[src/rtl/efd_pkg.sv]
`timescale 1ns / 1ps
`default_nettype none

package efd_pkg;

	localparam int MAX_WIDTH = 4096;
	localparam int COL_W     = $clog2(MAX_WIDTH);
	localparam int LW_W      = 13;
	localparam int THR_W     = 8;
	localparam int PIX_W     = 8;
	localparam int ERR_W     = 14;
	localparam int PADDR_W   = 3;
	localparam int PDATA_W   = 32;

	localparam logic [THR_W-1:0] THRESHOLD_RESET  = 8'd128;
	localparam logic [LW_W-1:0]  LINE_WIDTH_RESET = 13'd640;

	typedef enum logic [0:0] {
		REG_THRESHOLD  = 1'b0,
		REG_LINE_WIDTH = 1'b1
	} reg_idx_t;

	typedef struct packed {
		logic [THR_W-1:0] threshold;
		logic [COL_W-1:0] last_col;
	} cfg_t;

endpackage

`default_nettype wire

[src/rtl/efd_regs.sv]
`timescale 1ns / 1ps
`default_nettype none

module efd_regs (
	input  wire logic                          clk,
	input  wire logic                          arst_n,
	input  wire logic                          psel,
	input  wire logic                          penable,
	input  wire logic                          pwrite,
	input  wire logic [efd_pkg::PADDR_W-1:0]   paddr,
	input  wire logic [efd_pkg::PDATA_W-1:0]   pwdata,
	output logic      [efd_pkg::PDATA_W-1:0]   prdata,
	output logic                               pready,
	output efd_pkg::cfg_t                      cfg
);

	logic [efd_pkg::THR_W-1:0] threshold_q;
	logic [efd_pkg::LW_W-1:0]  line_width_q;
	logic [efd_pkg::COL_W-1:0] last_col_q;
	logic [efd_pkg::LW_W-1:0]  wr_lw;
	logic [efd_pkg::COL_W-1:0] wr_last_col;
	efd_pkg::reg_idx_t         idx;
	logic                      wr_en;

	assign pready = 1'b1;
	assign idx    = efd_pkg::reg_idx_t'(paddr[2]);
	assign wr_en  = psel && penable && pwrite && pready;
	assign wr_lw  = pwdata[efd_pkg::LW_W-1:0];

	// clamp the width to 1..MAX_WIDTH and keep the index of the last column
	always_comb begin
		if (wr_lw == '0) begin
			wr_last_col = '0;
		end else if (wr_lw > efd_pkg::LW_W'(efd_pkg::MAX_WIDTH)) begin
			wr_last_col = efd_pkg::COL_W'(efd_pkg::MAX_WIDTH - 1);
		end else begin
			wr_last_col = efd_pkg::COL_W'(wr_lw - efd_pkg::LW_W'(1));
		end
	end

	always_ff @(posedge clk or negedge arst_n) begin
		if (!arst_n) begin
			threshold_q  <= efd_pkg::THRESHOLD_RESET;
			line_width_q <= efd_pkg::LINE_WIDTH_RESET;
			last_col_q   <= efd_pkg::COL_W'(efd_pkg::LINE_WIDTH_RESET - efd_pkg::LW_W'(1));
		end else if (wr_en) begin
			case (idx)
				efd_pkg::REG_THRESHOLD: begin
					threshold_q <= pwdata[efd_pkg::THR_W-1:0];
				end
				efd_pkg::REG_LINE_WIDTH: begin
					line_width_q <= wr_lw;
					last_col_q   <= wr_last_col;
				end
				default: begin
				end
			endcase
		end
	end

	always_comb begin
		case (idx)
			efd_pkg::REG_THRESHOLD:  prdata = efd_pkg::PDATA_W'(threshold_q);
			efd_pkg::REG_LINE_WIDTH: prdata = efd_pkg::PDATA_W'(line_width_q);
			default:                 prdata = '0;
		endcase
	end

	assign cfg.threshold = threshold_q;
	assign cfg.last_col  = last_col_q;

endmodule

`default_nettype wire

[config.mk]
export PLATFORM = sky130hd
export DESIGN_NAME = efd_regs
export DESIGN_NICKNAME = d
export VERILOG_FILES = /design/src/rtl/efd_pkg.sv /design/src/rtl/efd_regs.sv
export SDC_FILE = /design/constraint.sdc
export NUM_CORES = 1
export LEC_CHECK = 0
export BUFFER_PORTS_ARGS = -buffer_cell sky130_fd_sc_hd__buf_4
export CORE_UTILIZATION = 50
export CTS_BUF_LIST = sky130_fd_sc_hd__clkbuf_2
export DETAILED_ROUTE_END_ITERATION = 10
export GPL_TIMING_DRIVEN = 1
export MAX_ROUTING_LAYER = met4
export PLACE_DENSITY = 0.87
export SYNTH_ARGS = -nofsm -noshare
export SYNTH_HDL_FRONTEND = slang
export SYNTH_SLANG_ARGS = --single-unit
[constraint.sdc]
create_clock -name clk -period 1.95 [get_ports clk]
set_input_delay 0.2925 -clock clk [delete_from_list [all_inputs] [get_ports clk]]
set_output_delay 0.2925 -clock clk [all_outputs]
set_load 0.03 [all_outputs]
======== Word-level counts from Yosys, hierarchy flattened ========
Cells that the tools add are included.
W data, S select, Z words.
operators by class
  add/sub/neg operators ................... 1
  $lt $le $gt $ge ......................... 1
  mux-type cells .......................... 3
  bitwise gates (word level) .............. 1
  reductions and logical operators ........ 5
operators with widths
  operator                 number
  $pmux W32 S2             1
  $mux W12                 2
  $gt A13 B13 Y1 const B   1
  $logic_not A13 Y1        1
  $sub A12 B1 Y12 const B  1
  $reduce_and A2 Y1        2
  $logic_and A1 B1 Y1      2
  $not A1 Y1               1
word-level totals
  flip-flop bits (word level) ............. 33
  input bits .............................. 40
  output and inout port bits .............. 53
  word-level logic and storage cells ...... 14

======== Logic depth before layout (Yosys ltp) ========
  word-level depth ........................ 3
  gate-level depth with buffers ........... 7
  depth with buffers taken out ............ 6

======== Worst setup path before layout ========
Ideal clock, no wire load.
  path kind ............................... input port to flip-flop
  start ................................... input pwdata[0] in the netlist's numbering
  end ..................................... register last_col_q[8] in the netlist's numbering
  setup time .............................. 0.121 ns
  data arrival time ....................... 1.703 ns
  slack ................................... 0.126 ns
  stages on the path ...................... 6
  buffers on the path ..................... 0
  cell sequence ........................... inv_1 -> ha_1 -> or4b_4 -> or3_4 -> o21a_4 -> a22o_1
on the way
  word-level cells in the longest chain between the ends .. 3
ends and longest elaborated chain
  element                                                   line                            text
  from (decl)                                               efd_regs.sv:11                  input wire logic [efd_pkg::PDATA_W-1:0] pwdata,
  $sub A12 B1 Y12 / $gt A13 B13 Y1 (equally long branches)  efd_regs.sv:37, efd_regs.sv:34
  $mux W12                                                  efd_regs.sv:34                  end else if (wr_lw > efd_pkg::LW_W'(efd_pkg::MAX_WIDTH)) begin
  $mux W12 *                                                efd_regs.sv:32                  if (wr_lw == '0) begin
  to (signal assigned)                                      efd_regs.sv:45                  last_col_q <= efd_pkg::COL_W'(efd_pkg::LINE_WIDTH_RESET - efd_pkg::LW_W'(1));
  to (signal assigned)                                      efd_regs.sv:53                  last_col_q <= wr_last_col;
  to (decl)                                                 efd_regs.sv:19                  logic [efd_pkg::COL_W-1:0] last_col_q;
Every way passes the cells marked *; elsewhere a longest branch is shown, timed or not.
A chain may end at the register's enable or synchronous reset.

======== Worst setup path after layout ========
  start ................................... input pwdata[1] in the netlist's numbering
  end ..................................... register last_col_q[8] in the netlist's numbering
The elaborated chain is that of the path after synthesis.

==> insert_results.sql <==
INSERT INTO impl_metrics (metric_group, metric, value, unit) VALUES
('setup_path', 'required', '2220', 'ps'),
('drt', 'dr_wl_cell', '13.2', 'um'),
('place', 'place_ws', '-68.5', 'ps'),
('synth', 'synthesis.yosys.warnings', '0', ''),
('power', 'power.sequential.fraction', '0.441', ''),
('drt', 'drt_iter0_drc', '49', ''),
('power', 'netSwitchingFraction', '0.389', ''),
('clocking', 'postCtsHoldBufs', '1', ''),
('synth', 'synth-edff-count', '0', ''),
('setup_path', 'largest_fanout_on_the_critical_path', '8', ''),
('die', 'placementRows', '21', ''),
('drt', 'via_per_inst', '4.99', ''),
('synth', 'netlist.area_leader.share', '0.304', ''),
('clocking', 'cts.reportedPaths.clkPinSlew', '160', 'ps'),
('finish', 'drive_above_1_share', '0.430', ''),
('drt', 'drt-total-wl', '3820', 'um'),
('die', 'initial_core_util', '0.531', ''),
('setup_path', 'cp_top_family', 'simple AND/OR/NAND/NOR gates', ''),
('global_routing', 'pin_count_of_the_biggest_net_entering_global_routing', '34', ''),
('die', 'chipHeight', '62.2', 'um'),
('global_routing', 'gr-total-overflow', '0', ''),
('sta', 'unrepaired_setup_endpoints_after_global_routing', 'false', ''),
('setup_path', 'endpoint_kind', 'flip-flop', ''),
('sta', 'final-hold-violation-count', '0', ''),
('sta', 'fin_crit_share', '0.837', ''),
('clocking', 'max_buffers_root_to_sink', '2', ''),
('sta', 'finalSetupViolations', '0', ''),
('job', 'max_cap_viols', '0', ''),
('global_routing', 'wire_length_of_the_first_global_routing_pass', '6480', 'um'),
('sta', 'hold-worst-slack', '145', 'ps'),
('die', 'coreArea', '3420', 'sq um'),
('hold_path', 'worst_hold_class', 'primary input to flip-flop', ''),
('clocking', 'cts_tree', 'done', ''),
('drt', 'detail_route.first_pass.iterations', '4', ''),
('sta', 'slew_viol_final', '0', ''),
('synth', 'post-synth-top-count-cell', 'sky130_fd_sc_hd__nand2_1', ''),
('setup_path', 'timing.critical_path.buf_inv', '2', ''),
('power', 'p_switching', '826', 'uW'),
('die', 'die-area', '3870', 'sq um'),
('clocking', 'numClockSinks', '33', ''),
('synth', 'syn_inst', '182', ''),
('synth', 'postSynth.topFlopCell', 'sky130_fd_sc_hd__dfrtp_1', ''),
('sta', 'setup_total_negative_slack', '0', 'ps'),
('global_routing', 'initial_antenna_violation_count', '0', ''),
('finish', 'finish.net_count', '285', ''),
('finish', 'syn2layout_area_growth', '25.8', '%'),
('setup_path', 'crit_arrival', '1900', 'ps'),
('place', 'placed_cells_incl_taps', '281', ''),
('run_status', 'run_status', 'finished, final reports clean', ''),
('global_routing', 'grt_usage', '0.221', ''),
('global_routing', 'grt_pass1_vias', '1386', ''),
('setup_path', 'cp-start-kind', 'primary input', ''),
('synth', 'yosysTopAreaCell', 'sky130_fd_sc_hd__dfrtp_1', ''),
('clocking', 'post-cts-setup-buffer-count', '0', ''),
('setup_path', 'timing.critical_path.cells', 'buf_4 -> inv_1 -> ha_1 -> or4b_4 -> or3_4 -> o21a_4 -> a22o_1', ''),
('synth', 'synth.area.top_cells', 'sky130_fd_sc_hd__dfrtp_1, sky130_fd_sc_hd__dfstp_2, sky130_fd_sc_hd__nand2_1, sky130_fd_sc_hd__mux2_2, sky130_fd_sc_hd__buf_4', ''),
('power', 'power.static_leakage', '0.00112', 'uW'),
('setup_path', 'crit_path_category', 'primary input to flip-flop', ''),
('power', 'power_report.internal_total', '1300', 'uW'),
('place', 'hpwl', '2810', 'um'),
('power', 'powerDensity', '932', 'nW/um^2'),
('synth', 'synth.yosys.seq_area_share', '0.463', ''),
('setup_path', 'timing.critical_path.slowest_stage_cell', 'sky130_fd_sc_hd__or4b_4', ''),
('finish', 'antenna_cells', '0', ''),
('synth', 'synth.distinct_cells', '31', ''),
('place', 'port_buffers', '51', ''),
('die', 'die_outline_width', '62.2', 'um'),
('die', 'floorplan.io_pins', '93', ''),
('sta', 'postLayoutSetupSlackWorst', '317', 'ps'),
('drt', 'remaining_drc_errors', '0', ''),
('finish', 'fin_cells', '290', '');
==> layer usage <==
| layer | GRT usage | vias up | wire length, um | share of wire |
|---|---|---|---|---|
| met4 | 0.0640 | 0 | 47 | 0.012 |
| met3 | 0.0551 | 6 | 186 | 0.049 |
| met1 | 0.272 | 683 | 1700 | 0.44 |
| met2 | 0.360 | 47 | 1890 | 0.49 |
| met5 | - | - | 0 | 0 |
| li1 | - | 710 | - | - |
==> worst reg2reg max path: stages (launching register included) <==
cell and delay (ps):
sky130_fd_sc_hd__dfstp_2 570, sky130_fd_sc_hd__nand2_1 50, sky130_fd_sc_hd__o211ai_1 110
==> power groups by stage <==
stage,logic (uW),registers [uW],clock network (uW)
2_1_floorplan,392,1120,0
3_3_place_gp,844,947,0
3_5_place_dp,861,953,0
4_1_cts,866,939,335
5_1_grt,912,961,364
6_report,860,938,328
==> layout by cell type (no fill, tap or decap) <==
cell	synthesis	layout
sky130_fd_sc_hd__dlygate4sd3_1	0	1
sky130_fd_sc_hd__nand2_1	45	45
sky130_fd_sc_hd__o21ai_0	6	6
sky130_fd_sc_hd__o31ai_2	1	1
sky130_fd_sc_hd__nand4b_1	1	1
sky130_fd_sc_hd__nor4_1	4	4
sky130_fd_sc_hd__ha_1	2	2
sky130_fd_sc_hd__nand3_1	5	5
sky130_fd_sc_hd__and4_1	1	1
sky130_fd_sc_hd__dfrtp_1	22	22
sky130_fd_sc_hd__buf_4	20	63
sky130_fd_sc_hd__o31ai_1	2	2
sky130_fd_sc_hd__conb_1	2	20
sky130_fd_sc_hd__dfstp_2	11	11
sky130_fd_sc_hd__xor2_1	1	1
sky130_fd_sc_hd__and2_1	5	5
sky130_fd_sc_hd__o21ai_2	1	1
sky130_fd_sc_hd__xnor2_1	5	5
sky130_fd_sc_hd__o21a_4	1	1
sky130_fd_sc_hd__or3_2	2	2
sky130_fd_sc_hd__or3b_2	1	1
sky130_fd_sc_hd__or4b_4	1	1
sky130_fd_sc_hd__inv_1	2	2
sky130_fd_sc_hd__mux2_2	14	14
sky130_fd_sc_hd__o211ai_1	4	4
sky130_fd_sc_hd__nand4_1	1	1
sky130_fd_sc_hd__clkbuf_2	0	8
sky130_fd_sc_hd__or3_1	2	2
sky130_fd_sc_hd__a22o_1	8	8
sky130_fd_sc_hd__or4_4	1	1
sky130_fd_sc_hd__or3_4	1	1
sky130_fd_sc_hd__or4_1	2	2
==> registers in the layout, summed over array words and instances (netlist names) <==
name and flops:
line_width_q 13, last_col_q 12, threshold_q 8
==> cells by family (layout without fill, tap and decap cells) <==
| family | after synthesis | in the layout | synth area share |
|---|---|---|---|
| simple gates | 72 | 72 | 0.199 |
| flops | 33 | 33 | 0.463 |
| buf+inv | 30 | 74 | 0.104 |
| compound gates | 23 | 23 | 0.100 |
| mux | 14 | 14 | 0.0870 |
| xor+xnor | 6 | 6 | 0.0290 |
| fa+ha+maj | 2 | 2 | 0.0138 |
| other cells | 2 | 20 | 0.00414 |
==> final timing paths <==
check / cells after the start / slack [ps] / end / start
max: 7 / 320 / last_col_q[8]$_DFFE_PN0P_ / pwdata[1]
min: 3 / 150 / line_width_q[10]$_DFFE_PN0P_ / pwdata[10]
max reg2reg: 2 / 1150 / last_col_q[9]$_DFFE_PN1P_ / last_col_q[9]$_DFFE_PN1P_
min reg2reg: 2 / 480 / line_width_q[7]$_DFFE_PN1P_ / line_width_q[7]$_DFFE_PN1P_
max in group asynchronous: 2 / 1230 / last_col_q[1]$_DFFE_PN1P_ / arst_n
min in group asynchronous: 2 / 380 / threshold_q[0]$_DFFE_PN0P_ / arst_n
==> cell type report <==
| class | instances | area (sq um) |
|---|---|---|
| fillers | 307 | 1130 |
| multi-input cells | 137 | 853 |
| flip-flops and latches | 33 | 840 |
| repair buffers | 64 | 483 |
| well taps | 46 | 57.6 |
| clock buffers | 8 | 40.0 |
| inverters | 2 | 7.51 |
==> metrics by stage <==
step	util	instance area, sq um
floorplan	-	1880
global placement	0.653	2230
detailed placement	0.653	2230
CTS	0.668	2280
global route	0.668	2280
finish	0.668	2280
No activity file was read; power rests on OpenSTA's default activity.
